**src/design/lrd3d_ram.sv**
```systemverilog
// generic simple dual-port ram: one write port, one registered read port
// no dependencies
module lrd3d_ram #(
    parameter int WIDTH = 8,
    parameter int DEPTH = 256,
    localparam int AW   = $clog2(DEPTH)
) (
    input  logic             clk,
    input  logic             we,
    input  logic [AW-1:0]    waddr,
    input  logic [WIDTH-1:0] wdata,
    input  logic             re,
    input  logic [AW-1:0]    raddr,
    output logic [WIDTH-1:0] rdata
);

    logic [WIDTH-1:0] mem [DEPTH];
    logic [WIDTH-1:0] rdata_reg;

    always_ff @(posedge clk)
    begin
        if (we)
        begin
            mem[waddr] <= wdata;
        end
        if (re)
        begin
            rdata_reg <= mem[raddr];
        end
    end

    assign rdata = rdata_reg;

endmodule

```
**config.mk**
```make
export PLATFORM = sky130hd
export DESIGN_NAME = lrd3d_ram
export DESIGN_NICKNAME = d
export VERILOG_FILES = /design/src/design/lrd3d_ram.sv
export SDC_FILE = /design/constraint.sdc
export NUM_CORES = 2
export LEC_CHECK = 0
export BUFFER_PORTS_ARGS = -buffer_cell sky130_fd_sc_hd__buf_2
export CELL_PAD_IN_SITES_DETAIL_PLACEMENT = 1
export CELL_PAD_IN_SITES_GLOBAL_PLACEMENT = 1
export CORE_AREA = 2 2 580 466
export CTS_CLUSTER_SIZE = 10
export DETAILED_ROUTE_END_ITERATION = 8
export DIE_AREA = 0 0 582 468
export PLACE_DENSITY_LB_ADDON = 0.1
export RECOVER_POWER = 100
export REMOVE_ABC_BUFFERS = 1
export SYNTH_ARGS = -nofsm -noshare
export SYNTH_HDL_FRONTEND = slang
export SYNTH_SLANG_ARGS = --single-unit
```
**constraint.sdc**
```tcl
create_clock -name clk -period 5.1 [get_ports clk]
set_clock_uncertainty 0.15 [all_clocks]
set_input_delay 0 -clock clk [delete_from_list [all_inputs] [get_ports clk]]
set_output_delay 0 -clock clk [all_outputs]
set_load 0.05 [all_outputs]
```
==> results.toml <==
[drt]
drt_iter0_drc = 3583
finalWirelength_mm = 248
drc = 0
drtPass1Iterations = 5
ant_nets = 0
vias = 38755
vias_per_cell = 5.14
wl_per_cell_um = 32.8

[final_layout]
num-fill-cells = 25968
area_delta_synth_final_pct = 13.8
largest_reg_flops = 2048
nets = 3989
layout-drive-gt1-share_pct = 21.2
finalNonFillerCells = 7539

[logic_synthesis]
synth_cells = 3733
synth.area.top_cells = "edfxtp_1 78%, mux4_2 13%, mux2i_1 1.7%, nor2_1 1.3%, a22oi_1 1.3%"
synth_top_area_share_pct = 77.5
synth-edff-count = 2056
async_flop_share_pct = 0
synth-main-ff-cell = "edfxtp_1"
synth_seq_area_share_pct = 77.5
syn_area_per_cell_um2 = 21.3
yosysTopAreaCell = "edfxtp_1"
synth_area_um2 = 79600
yosysWarnings = 0
synth.distinct_cells = 54
ys_seq_elements = 2056
synth_commonest_cells = "2056 x edfxtp_1, 454 x mux4_2, 282 x nor2_1, 134 x mux2i_1, 133 x a22oi_1"
synthMostInstantiatedCell = "edfxtp_1"

[placed_design]
pre_cts_ws_ps = 938
placedCellCount = 7224
portBuffers = 34
gp_congestion = 0.756
dp.final_hpwl_mm = 150

[pwr]
power_leakage_nw = 27.2
power_density_nw_per_um2 = 390
irDropWorstVdd_mv = 0.258

[critical_path]
rr_worst_depth = 6
critical_path_required_ps = 5320
critPathArrivalTime_ps = 4480
critPathCaptureType = "flip-flop"
path_class = "in2reg"
critPathLaunchType = "input pin"
cp_max_fo = 13

[timing]
hold_violations = 0
finalSetupViolations = 0
max-slew-margin-rel_pct = -144
finalCriticalPeriod_ps = 4260
fmaxAchievable_mhz = 235
slew_viol_final = 1412
tightest_slew_ps = 3650
fin_ws_ps = 842
tns_ps = 0
period_share_pct = 83.5
rsz0062_at_grt = "no"

[hold_path]
min_path_type = "in2reg"
hold_path_depth = 2

[floorplanning]
num_rows = 170
start_util_pct = 29.8
num_io_pins = 35
dieArea_um2 = 272000
core_um2 = 267000
die_w_um = 582
die_y_um = 468

[global_route]
antenna_found_initial = 28
grt_max_degree = 142
grt_pass1_wl_mm = 344
grt_pass1_vias = 40765
grt.total_usage_pct = 18.1
grt.overflow.total = 0

[status]
status = "complete, but fails checks"
violations = "max-capacitance violations, max-slew violations"

[cts]
root_buffer = "clkbuf_16"
cts.sinks = 2056
clk_latency_ps = 910
cts_buffers = 236
clockBufferDepth = 4
tritoncts = "built"
cts_htree_levels = 4
cts-resized-gates = 0
clkTransAtPathRegs_ps = 50

[run]
maxCapViolations = 30
-- per-layer routing --
metal / GRT usage, % / up-vias / routed length [µm]
met5: 0 / - / 13
met4: 4.67 / 2 / 6300
met3: 3.05 / 348 / 13300
met2: 26.7 / 1022 / 108000
met1: 27.5 / 21312 / 120000
li1: - / 16071 / -
-- final timing paths --
| path | from | end | slack [ps] |
|---|---|---|---|
| worst min-delay path | wdata[7] | mem[219][7] | 60 |
| worst max register to register | mem[101][2] | rdata[2] | 1420 |
| worst max-delay path | waddr[1] | mem[77][7] | 840 |
| worst min register to register | mem[197][2] | rdata[2] | 1100 |
-- cell type report --
type                       count  area (µm²)  share of cell area, %
sequential                  2056       61700                   68.1
tap                         3526        4410                   4.87
clock inverter                12        77.6                 0.0856
antenna                        7        17.5                 0.0193
clock buffer                 270        6100                   6.73
timing repair buffer         224        1750                   1.93
inverter                       2        7.51                0.00829
multi-input combinational   1442       16500                   18.2
-- critical path, cell delays in order --
cell and delay, ps:
dlygate4sd3_1 540, clkbuf_1 540, nor2b_1 150, buf_4 210, nand4_1 90, clkbuf_1 2030, nor2_1 870
-- cells by family (layout without fill, tap and decap cells) --
logic type,count (synthesis),count (layout),synth area share [%]
buffers and inverters,235,508,1.83
AO/OA/AOI/OAI,385,385,3.42
flip-flops,2056,2056,77.5
other,0,7,0
multiplexers,591,591,14.6
AND/OR/NAND/NOR,466,466,2.63
-- where the power goes --
group / switching (mW) / internal (mW)
Sequential: 0.0195 / 18.7
Combinational: 1.29 / 0.576
Clock: 6.51 / 8.25
-- cells in the final DEF, fill, tap and decap left out, types with 4 or more instances in the layout --
cell,n
a211oi_1,16
a21oi_1,96
a221oi_1,13
a22o_1,8
a22oi_1,133
and2_1,4
buf_12,22
buf_2,10
buf_4,78
buf_8,7
clkbuf_1,104
clkbuf_16,239
clkbuf_2,9
clkinv_1,6
diode_2,7
dlygate4sd3_1,25
edfxtp_1,2056
mux2i_1,134
mux4_2,454
nand2_1,32
nand2b_1,8
nand3_1,32
nand4_1,10
nor2_1,279
nor2b_1,28
nor3_1,22
nor4_1,23
nor4_2,4
o211ai_1,10
o21ai_0,10
o221ai_1,46
o22a_1,5
o22ai_1,28
o32ai_1,4
or2_2,4
-- what timing repair did --
| item | CTS | global route |
|---|---|---|
| setup buffers | 0 | 0 |
| hold endpoints to repair | 2102 | 0 |
| hold buffers | 26 | 0 |
-- through the flow --
step / instance area, µm² / utilization, % / hold WS [ps] / power (mW)
2_1_floorplan: 78200 / - / -51.1 / 19.7
3_3_place_gp: 84600 / 31.7 / 286 / 20.9
4_1_cts: 91000 / 34.1 / 38.2 / 35.8
6_report: 90600 / 33.9 / 58.8 / 35.3
3_5_place_dp: 84600 / 31.7 / 281 / 20.9
5_1_grt: 90600 / 33.9 / 70.8 / 36.4
Note: power is estimated with default switching activity, not from simulation.
