[src/design/lrd3d_pkg.sv]
// shared constants and helpers for the recursive table-driven denoiser
// no dependencies; imported by the output queue and the top level
package lrd3d_pkg;

    localparam int PIX_W         = 8;
    localparam int COEF_W        = 9;
    localparam int TSEL_W        = 2;
    localparam int DIFF_W        = 9;
    localparam int DIFF_BIAS     = 256;
    localparam int COEF_DEPTH    = 2048;
    localparam int COEF_AW       = TSEL_W + DIFF_W;
    localparam int MAX_WIDTH_DEF = 2048;
    localparam int OUT_Q_DEPTH   = 4;

    localparam logic CMD_FILTER = 1'b0;
    localparam logic CMD_LOAD   = 1'b1;

    // low bit of a table select picks spatial or temporal within a plane
    localparam logic TBL_SPATIAL  = 1'b0;
    localparam logic TBL_TEMPORAL = 1'b1;

    // table entry for difference p - c, biased into the 9-bit row index
    function automatic logic [COEF_AW-1:0] coef_addr(
        input logic [TSEL_W-1:0] sel,
        input logic [PIX_W-1:0]  p,
        input logic [PIX_W-1:0]  c
    );
        logic [DIFF_W-1:0] idx;
        idx = DIFF_W'({1'b0, p}) - DIFF_W'({1'b0, c}) + DIFF_W'(DIFF_BIAS);
        return {sel, idx};
    endfunction

    // c plus signed correction, wrapped to 8 bits
    function automatic logic [PIX_W-1:0] lp_add(
        input logic [PIX_W-1:0]  c,
        input logic [COEF_W-1:0] corr
    );
        return c + corr[PIX_W-1:0];
    endfunction

endpackage

[src/design/lrd3d_out_queue.sv]
// small result queue between the filter pipeline and the output port
// depends on lrd3d_pkg
module lrd3d_out_queue #(
    parameter int DEPTH = 4
) (
    input  logic                      clk,
    input  logic                      rst_n,
    input  logic                      push,
    input  logic [lrd3d_pkg::PIX_W-1:0] push_data,
    input  logic                      pop,
    output logic                      not_empty,
    output logic [lrd3d_pkg::PIX_W-1:0] head
);
    import lrd3d_pkg::*;

    localparam int PW = $clog2(DEPTH);
    localparam int CW = $clog2(DEPTH + 1);

    logic [PIX_W-1:0] slot_reg [DEPTH];
    logic [PW-1:0]    wr_ptr_reg;
    logic [PW-1:0]    rd_ptr_reg;
    logic [CW-1:0]    count_reg;
    logic [CW-1:0]    count_next;

    always_comb
    begin
        count_next = count_reg;
        if (push && !pop)
        begin
            count_next = count_reg + 1'b1;
        end
        else if (pop && !push)
        begin
            count_next = count_reg - 1'b1;
        end
    end

    always_ff @(posedge clk or negedge rst_n)
    begin
        if (!rst_n)
        begin
            wr_ptr_reg <= '0;
            rd_ptr_reg <= '0;
            count_reg  <= '0;
        end
        else
        begin
            if (push)
            begin
                wr_ptr_reg <= (wr_ptr_reg == PW'(DEPTH - 1)) ? '0 : wr_ptr_reg + 1'b1;
            end
            if (pop)
            begin
                rd_ptr_reg <= (rd_ptr_reg == PW'(DEPTH - 1)) ? '0 : rd_ptr_reg + 1'b1;
            end
            count_reg <= count_next;
        end
    end

    always_ff @(posedge clk)
    begin
        if (push)
        begin
            slot_reg[wr_ptr_reg] <= push_data;
        end
    end

    assign not_empty = (count_reg != '0);
    assign head      = slot_reg[rd_ptr_reg];

endmodule

[config.mk]
export PLATFORM = sky130hd
export DESIGN_NAME = lrd3d_out_queue
export DESIGN_NICKNAME = d
export VERILOG_FILES = /design/src/design/lrd3d_pkg.sv /design/src/design/lrd3d_out_queue.sv
export SDC_FILE = /design/constraint.sdc
export NUM_CORES = 1
export LEC_CHECK = 0
export ABC_AREA = 1
export ABC_CLOCK_PERIOD_IN_PS = 2510
export BUFFER_PORTS_ARGS = -buffer_cell sky130_fd_sc_hd__buf_2
export CORE_MARGIN = 2
export CORE_UTILIZATION = 52
export DETAILED_ROUTE_END_ITERATION = 8
export PLACE_DENSITY = 0.83
export SYNTH_ARGS = -nofsm -noshare
export SYNTH_HDL_FRONTEND = slang
export SYNTH_SLANG_ARGS = --single-unit
[constraint.sdc]
create_clock -name clk -period 2.51 [get_ports clk]
set_input_delay 0.6275 -clock clk [delete_from_list [all_inputs] [get_ports clk]]
set_output_delay 0.6275 -clock clk [all_outputs]
set_load 0.005 [all_outputs]
==> results of run 1 <==
-- power groups by stage --
stage	clock network [mW]	logic (mW)	registers [mW]
2_1_floorplan	0	0.455	0.911
3_3_place_gp	0	0.546	0.941
3_5_place_dp	0	0.578	0.949
4_1_cts	0.403	0.579	0.933
5_1_grt	0.426	0.672	0.948
6_report	0.392	0.568	0.933
-- kinds of logic (layout without fill, tap and decap cells) --
kind of cell             after synthesis  after routing
AO/OA/AOI/OAI                         20             20
XOR/XNOR                               1              1
adder cells (fa/ha/maj)                7              7
buffers and inverters                 33             57
flip-flops                            39             39
AND/OR/NAND/NOR                       45             45
-- Yosys cell counts --
| cell type | n |
|---|---|
| inv_1 | 27 |
| edfxtp_1 | 32 |
| clkbuf_8 | 1 |
| buf_4 | 1 |
| nor2_1 | 2 |
| ha_1 | 6 |
| buf_6 | 2 |
| o21ai_0 | 3 |
| nand2_1 | 41 |
| o21ai_1 | 1 |
| xnor2_1 | 1 |
| fa_1 | 1 |
| dfrtp_1 | 7 |
| inv_2 | 2 |
| o211ai_1 | 16 |
| nand4_1 | 1 |
| nand3_1 | 1 |
-- cell type report --
class / instances / area [um^2]
Timing Repair Buffer: 20 / 100.1
Fill cell: 241 / 1185
Inverter: 29 / 108.9
Multi-Input combinational cell: 73 / 416.7
Clock inverter: 3 / 38.79
Clock buffer: 5 / 37.54
Tap cell: 44 / 55.05
Sequential cell: 39 / 1136
-- layer usage --
layer,GRT usage,share of wire,vias up
met1,0.1786,0.40,472
met4,0.09317,0.0096,0
met5,0,0,-
met2,0.2644,0.52,25
li1,-,-,525
met3,0.07773,0.066,2
-- metrics by stage --
| step | cell area, um^2 | setup slack, ps |
|---|---|---|
| CTS | 1893 | 292.0 |
| floorplan | 1705 | 903.0 |
| global route | 1893 | 175.4 |
| finish | 1893 | 315.9 |
| global placement | 1817 | 746.5 |
| detailed placement | 1817 | 649.9 |
-- layout by cell type (no fill, tap or decap), drive strengths merged, types with 2 or more instances in the layout --
master / n
nand2: 41
edfxtp: 32
inv: 29
buf: 20
o211ai: 16
dfrtp: 7
ha: 6
clkbuf: 5
o21ai: 4
nor2: 2
clkinv: 2
-- worst min-delay path by stage --
stage / from / endpoint / cells after the start / slack, ps
3_5_place_dp: rst_n / count_reg[1] / 1 / 470
5_1_grt: rst_n / count_reg[2] / 1 / 80
2_1_floorplan: rst_n / count_reg[0] / 0 / 330
3_3_place_gp: rst_n / wr_ptr_reg[0] / 1 / 460
6_report: rst_n / count_reg[2] / 1 / 90
4_1_cts: rst_n / count_reg[2] / 1 / 80
==> results.toml, run 1 <==
[finish]
drive_gt1_frac = 0.1716
synthToLayoutAreaGrowth_pct = 11.01
n_antenna_cell = 0
post-route-util = 0.6150
nNetsFinal = 187
final_cells = 213
largest_reg_flops = 32

[synthesis]
syn_area_per_cell_um2 = 11.76
synth_area_leaders = "edfxtp_1, dfrtp_1, nand2_1"
seq_area_frac_synth = 0.6662
yosysUniqueCellTypes = 17
synthXorXnorAreaFrac = 0.005136
yosys_register_bits = 39
synth_top_family_by_area = "simple AND/OR/NAND/NOR gates"
muxShareOfSynthArea = 0
synth_nets = 164
yosys.area_share.adder = 0.05576
yosys.area_share.simple = 0.1012
synth_area_um2 = 1705
synth_top_area_share = 0.5635
syn-instance-count = 145
yosys_warnings = 0
synth_compound_area_frac = 0.08217
synth_top_area_cell = "edfxtp_1"

[clocking]
tritoncts = "done"
hold_buffers = 0
clockBufferDepth = 2
post_cts_buffers = 0
cts_sinks = 39
htreeDepth = 2
clk_latency_ps = 340
clkTransAtPathRegs_ps = 110
cts_root_buffer = "clkbuf_4"
post_cts_resized = 0
cts_buffers = 5

[die]
dieArea_um2 = 3753
coreArea_um2 = 3078
num_rows = 20
die_width_um = 61.27
floorplan.initialDensity = 0.5541
ios = 21
die_height_um = 61.27

[timing]
hold_ws_ps = 94.00
period_share = 0.8742
fmax_mhz = 455.8
hold_violations = 0
rsz0062_at_grt = "false"
relSlewSlack = 0.6881
fin_skew_ps = 11.03
final.min_clock_period_ps = 2194
setup_viol = 0
tightestPinTransition_ps = 467.1
drv_slew = 0
tns_ps = 0

[place]
io_buffers = 20
detailed_place_hpwl_um = 1821
dp.cells = 205
gp_congestion = 0.7110

[critical_path]
crit_family = "buffers and inverters"
rr_worst_depth = 4
critPathCapture = "head[1]"
path_class = "flop to primary output"
slowest_stage = "dfrtp_1"
crit_top_cell = "nand2_1"
worstPathMaxFanout = 33
cp_num_buf_inv = 2
crit-reg2reg-launch = "wr_ptr_reg[0]"
reg2reg_to = "slot_reg[0][6]"
rrSetupSlack_ps = 1150
worstPathRequired_ps = 1880
cp-start-kind = "flop"
critPathCaptureType = "primary output"
path_cells = "inv_2 -> nand2_1 -> o211ai_1 -> nand2_1 -> buf_2"
cp.depth = 5
crit_path_max_incr_delay_ps = 430
critPathLaunch = "rd_ptr_reg[0]"
arrival_ps = 1570

[min_path]
min_path_type = "input pin to asynchronous set/reset pin"

[drt]
final_antenna_net_count = 0
wl_per_cell_um = 11.74
dr.pass1.iters = 4
drt_wl_total_um = 2501
drc = 0
num_vias = 1024
drt_iter0_markers = 67
viasPerCell = 4.808

[outcome]
status = "completed"

[power]
p_sw_mw = 0.6154
p_clk_frac = 0.207
internal_power_mw = 1.278
power_density_nw_per_um2 = 1000
leakage_nw = 0.8553
peakVddDrop_v = 0.0006283
swShare = 0.3250
seq_power_share = 0.493
combPwrFrac = 0.300
finalPower_mw = 1.893

[global_routing]
grt_pass1_vias = 971
antenna_found_initial = 0
overflow = 0
grt_usage = 0.1644
grt_max_degree = 34
grt_pass1_wl_um = 4126

[flow_run]
timing.max_cap.violations = 0
Power figures use the tool's default switching activity.
==> inputs of run 2 (changes only) <==
--- a/config.mk
+++ b/config.mk
@@ -8,7 +8,6 @@
 export ABC_AREA = 1
 export ABC_CLOCK_PERIOD_IN_PS = 2510
 export BUFFER_PORTS_ARGS = -buffer_cell sky130_fd_sc_hd__buf_2
-export CORE_MARGIN = 2
 export CORE_UTILIZATION = 52
 export DETAILED_ROUTE_END_ITERATION = 8
 export PLACE_DENSITY = 0.83
==> constraint.sdc (replaced) <==
create_clock -name clk -period 2.51 [get_ports clk]
set_input_delay 0.6275 -clock clk [delete_from_list [all_inputs] [get_ports clk]]
set_output_delay 0.6275 -clock clk [all_outputs]
set_load 0.02 [all_outputs]
==> run 2 against run 1 <==
Against the previous run:
- sequential power is 0.9% higher
- non-clock buffer count stayed put
- via count is 4.6% higher
- critical path type unchanged
==> results.toml, run 2 (same netlist as run 1, synthesis figures left out) <==
[timing]
hold_violations = 0
final.min_clock_period_ps = 2325
setup_viol = 0
fin_skew_ps = 2.840
tns_ps = 0
fmax_mhz = 430.2
period_share = 0.9262
tightestPinTransition_ps = 491.7
relSlewSlack = 0.6717
rsz0062_at_grt = "false"
drv_slew = 0
hold_ws_ps = 118.3

[finish]
nNetsFinal = 187
synthToLayoutAreaGrowth_pct = 10.56
final_cell_mix = "nand2_1, edfxtp_1, inv_1"
layout.cells.most_common = "nand2_1"
regArea_um2 = 1136
multi_input_area_um2 = 416.7
largest_reg_flops = 32
n_fill_cell = 231
drive_gt1_frac = 0.1716
n_antenna_cell = 0

[clocking]
clk_latency_ps = 320
post_cts_buffers = 0
htreeDepth = 2
cts_buffers = 5
hold_buffers = 0
cts_root_buffer = "clkbuf_4"
tritoncts = "done"
clkTransAtPathRegs_ps = 100
post_cts_resized = 0
cts_sinks = 39
clockBufferDepth = 2

[drt]
wl_per_cell_um = 13.29
drt_wl_total_um = 2830
num_vias = 1071
dr.pass1.iters = 6
drc = 0
final_antenna_net_count = 0
drt_iter0_markers = 64
viasPerCell = 5.028

[critical_path]
cp_num_buf_inv = 2
slowest_stage = "dfrtp_1"
critPathCaptureType = "primary output"
crit_family = "buffers and inverters"
worstPathRequired_ps = 1880
arrival_ps = 1700
path_cells = "inv_2 -> nand2_1 -> o211ai_1 -> nand2_1 -> buf_2"
cp-start-kind = "flop"
crit_path_max_incr_delay_ps = 430
worstPathMaxFanout = 33
crit_top_cell = "nand2_1"
path_class = "flop to primary output"

[die]
ios = 21
floorplan.initialDensity = 0.5541
die_width_um = 59.27
die_height_um = 59.27
dieArea_um2 = 3512
coreArea_um2 = 3078
num_rows = 20

[global_routing]
grt_pass1_vias = 1043
grt_pass1_wl_um = 4567
overflow = 0
grt_max_degree = 34
antenna_found_initial = 0
grt_usage = 0.1903

[place]
gp_congestion = 0.7344
detailed_place_hpwl_um = 1969
io_buffers = 20

[flow_run]
timing.max_cap.violations = 0

[power]
p_clk_frac = 0.173
internal_power_mw = 1.243
peakVddDrop_v = 0.0006122
swShare = 0.3720
power_density_nw_per_um2 = 1050
p_sw_mw = 0.7362
seq_power_share = 0.475
leakage_nw = 0.8513
combPwrFrac = 0.351

[outcome]
status = "completed"

[min_path]
min_path_type = "input pin to asynchronous set/reset pin"
run 2: cell types whose count changed in the layout (fill, tap and decap cells not counted), sizes merged:
cell,previous run,this run
clkinv,2,0
clkbuf,5,8
bufinv,1,0
run 2: routing by layer:
layer	vias up	global-route usage	part of all wire
li1	528	-	-
met1	512	0.2123	0.40
met2	24	0.3242	0.54
met3	7	0.04803	0.036
met4	0	0.1190	0.018
met5	-	0	0
run 2: final timing paths:
| check | startpoint | end | slack (ps) | depth (start not counted) |
|---|---|---|---|---|
| setup / recovery | rd_ptr_reg[0] | head[0] | 190 | 5 |
| max in group asynchronous | rst_n | rd_ptr_reg[1] | 2230 | 1 |
| hold / removal | rst_n | wr_ptr_reg[1] | 120 | 1 |
| setup reg to reg | wr_ptr_reg[0] | slot_reg[2][1] | 1170 | 4 |
| hold reg to reg | count_reg[2] | count_reg[2] | 490 | 2 |
| min in group clk | count_reg[2] | count_reg[2] | 490 | 2 |
run 2: cell type report:
class / instances / area share
well taps: 44 / 0.02920
clock buffers: 8 / 0.03650
repair buffers: 20 / 0.05309
inverters: 29 / 0.05773
flip-flops and latches: 39 / 0.6025
multi-input cells: 73 / 0.2210
run 2: power groups by stage:
stage | logic (mW) | clock network [mW] | registers [mW]
after floorplan | 0.566 | 0 | 0.911
after global placement | 0.652 | 0 | 0.940
after detailed placement | 0.694 | 0 | 0.954
after CTS | 0.700 | 0.353 | 0.938
after global routing | 0.777 | 0.386 | 0.954
final | 0.695 | 0.343 | 0.941
run 2: metrics by stage:
| step | setup WS, ps | instances | instance area [um^2] | utilization | total power, mW |
|---|---|---|---|---|---|
| CTS | 212.5 | 213 | 1886 | 0.6126 | 1.991 |
| global route | 99.22 | 213 | 1886 | 0.6126 | 2.117 |
| global placement | 714.9 | 205 | 1817 | 0.5902 | 1.591 |
| detailed placement | 638.9 | 205 | 1817 | 0.5902 | 1.648 |
| floorplan | 903.0 | 145 | 1705 | - | 1.477 |
| finish | 185.3 | 213 | 1886 | 0.6126 | 1.979 |
==> inputs of run 3 (changes only) <==
--- a/config.mk
+++ b/config.mk
@@ -8,9 +8,12 @@
 export ABC_AREA = 1
 export ABC_CLOCK_PERIOD_IN_PS = 2510
 export BUFFER_PORTS_ARGS = -buffer_cell sky130_fd_sc_hd__buf_2
-export CORE_UTILIZATION = 52
+export CELL_PAD_IN_SITES_DETAIL_PLACEMENT = 1
+export CELL_PAD_IN_SITES_GLOBAL_PLACEMENT = 2
+export CORE_UTILIZATION = 40
+export CTS_CLUSTER_DIAMETER = 40
 export DETAILED_ROUTE_END_ITERATION = 8
-export PLACE_DENSITY = 0.83
+export PLACE_DENSITY = 0.91
 export SYNTH_ARGS = -nofsm -noshare
 export SYNTH_HDL_FRONTEND = slang
 export SYNTH_SLANG_ARGS = --single-unit
==> run 3 against run 2 <==
Against the previous run:
- power up 8.0%
- die area rose by 29%
- largest cell class unchanged
- first-iteration DRC count down 78%
- register-to-register slack got worse by 40 ps
- combinational power grew 0.6%
- maximum frequency grew 4.2%
==> results.toml, run 3 (same netlist as run 1, synthesis figures left out) <==
[outcome]
status = "completed"

[clocking]
cts_buffers = 5
hold_buffers = 0
clockBufferDepth = 2
clk_latency_ps = 280
cts_sinks = 39
tritoncts = "done"
post_cts_resized = 0
cts_root_buffer = "clkbuf_8"
post_cts_buffers = 0
clkTransAtPathRegs_ps = 70
htreeDepth = 2

[finish]
layout.cells.most_common = "nand2_1"
largest_reg_flops = 32
final_cell_mix = "nand2_1, edfxtp_1, inv_1"
n_antenna_cell = 0
n_fill_cell = 441
regArea_um2 = 1136
post-route-util = 0.4761
nNetsFinal = 187
drive_gt1_frac = 0.1716
synthToLayoutAreaGrowth_pct = 13.28
multi_input_area_um2 = 416.7

[timing]
drv_slew = 0
final.min_clock_period_ps = 2231
setup_viol = 0
tns_ps = 0
worst_slack_ps = 279.2
period_share = 0.8887
fin_skew_ps = 6.525
relSlewSlack = 0.6570
hold_violations = 0
fmax_mhz = 448.3
rsz0062_at_grt = "false"
tightestPinTransition_ps = 513.7

[min_path]
min_path_type = "input pin to asynchronous set/reset pin"

[drt]
final_antenna_net_count = 0
num_vias = 1058
drt_iter0_markers = 14
viasPerCell = 4.831
drt_wl_total_um = 3114
wl_per_cell_um = 14.22
dr.pass1.iters = 4
drc = 0

[power]
power_density_nw_per_um2 = 1107
leakage_nw = 0.8683
peakVddDrop_v = 0.0006205

[global_routing]
overflow = 0
grt_max_degree = 34
antenna_found_initial = 0
grt_pass1_vias = 1104
grt_pass1_wl_um = 5050
grt_usage = 0.1608

[die]
ios = 21
die_height_um = 67.30
coreArea_um2 = 4058
floorplan.initialDensity = 0.4203
num_rows = 23
dieArea_um2 = 4529
die_width_um = 67.30

[flow_run]
timing.max_cap.violations = 0

[critical_path]
path_class = "flop to primary output"
worstPathRequired_ps = 1880
cp-start-kind = "flop"
worstPathMaxFanout = 33
critPathCaptureType = "primary output"
slowest_stage = "dfrtp_1"
cp_num_buf_inv = 2
crit_path_max_incr_delay_ps = 410
path_cells = "inv_2 -> nand2_1 -> o211ai_1 -> nand2_1 -> buf_2"
arrival_ps = 1600
crit_top_cell = "nand2_1"
crit_family = "buffers and inverters"

[place]
gp_congestion = 0.6945
io_buffers = 20
detailed_place_hpwl_um = 2189
dpl_worst_slack_ps = 585.4
[run 3: changes by cell type in the layout (fill, tap and decap cells not counted), sizes merged]
cell,change
clkinv,+2
bufinv,+1
clkbuf,-3
[run 3: final cells by class]
type                    count  share of cell area
clock buffers               5             0.03562
clock inverters             3             0.02008
inverters                  29             0.05635
multi-input cells          73              0.2157
flip-flops and latches     39              0.5881
well taps                  50             0.03238
repair buffers             20             0.05181
[run 3: power by group]
group / switching [mW] / internal (mW)
registers: 0.0939 / 0.848
logic: 0.470 / 0.229
clock network: 0.205 / 0.291
[run 3: worst paths after layout]
path	startpoint	end	slack, ps	depth (start not counted)
worst max-delay path	rd_ptr_reg[0]	head[7]	280	5
worst min-delay path	rst_n	count_reg[1]	170	1
worst max register to register	wr_ptr_reg[1]	slot_reg[1][3]	1130	4
worst min register to register	count_reg[2]	count_reg[2]	510	2
max in group asynchronous	rst_n	rd_ptr_reg[1]	2180	1
min in group clk	count_reg[2]	count_reg[2]	510	2
[run 3: through the flow]
stage                     cell area (um^2)  total power [mW]  cells  hold slack (ps)
after floorplan                       1705             1.477    145            331.9
after global placement                1824             1.617    211            452.8
after detailed placement              1824             1.669    211            477.4
after CTS                             1932             2.172    219            162.0
after global routing                  1932             2.283    219            165.6
final                                 1932             2.138    219            167.0
[run 3: routing by layer]
| layer | global-route usage | wire length [um] | vias to the layer above |
|---|---|---|---|
| met5 | 0 | 0 | - |
| met4 | 0.04787 | 21 | 0 |
| met3 | 0.05236 | 115 | 3 |
| met2 | 0.3000 | 1703 | 21 |
| met1 | 0.1698 | 1272 | 508 |
| li1 | - | - | 526 |
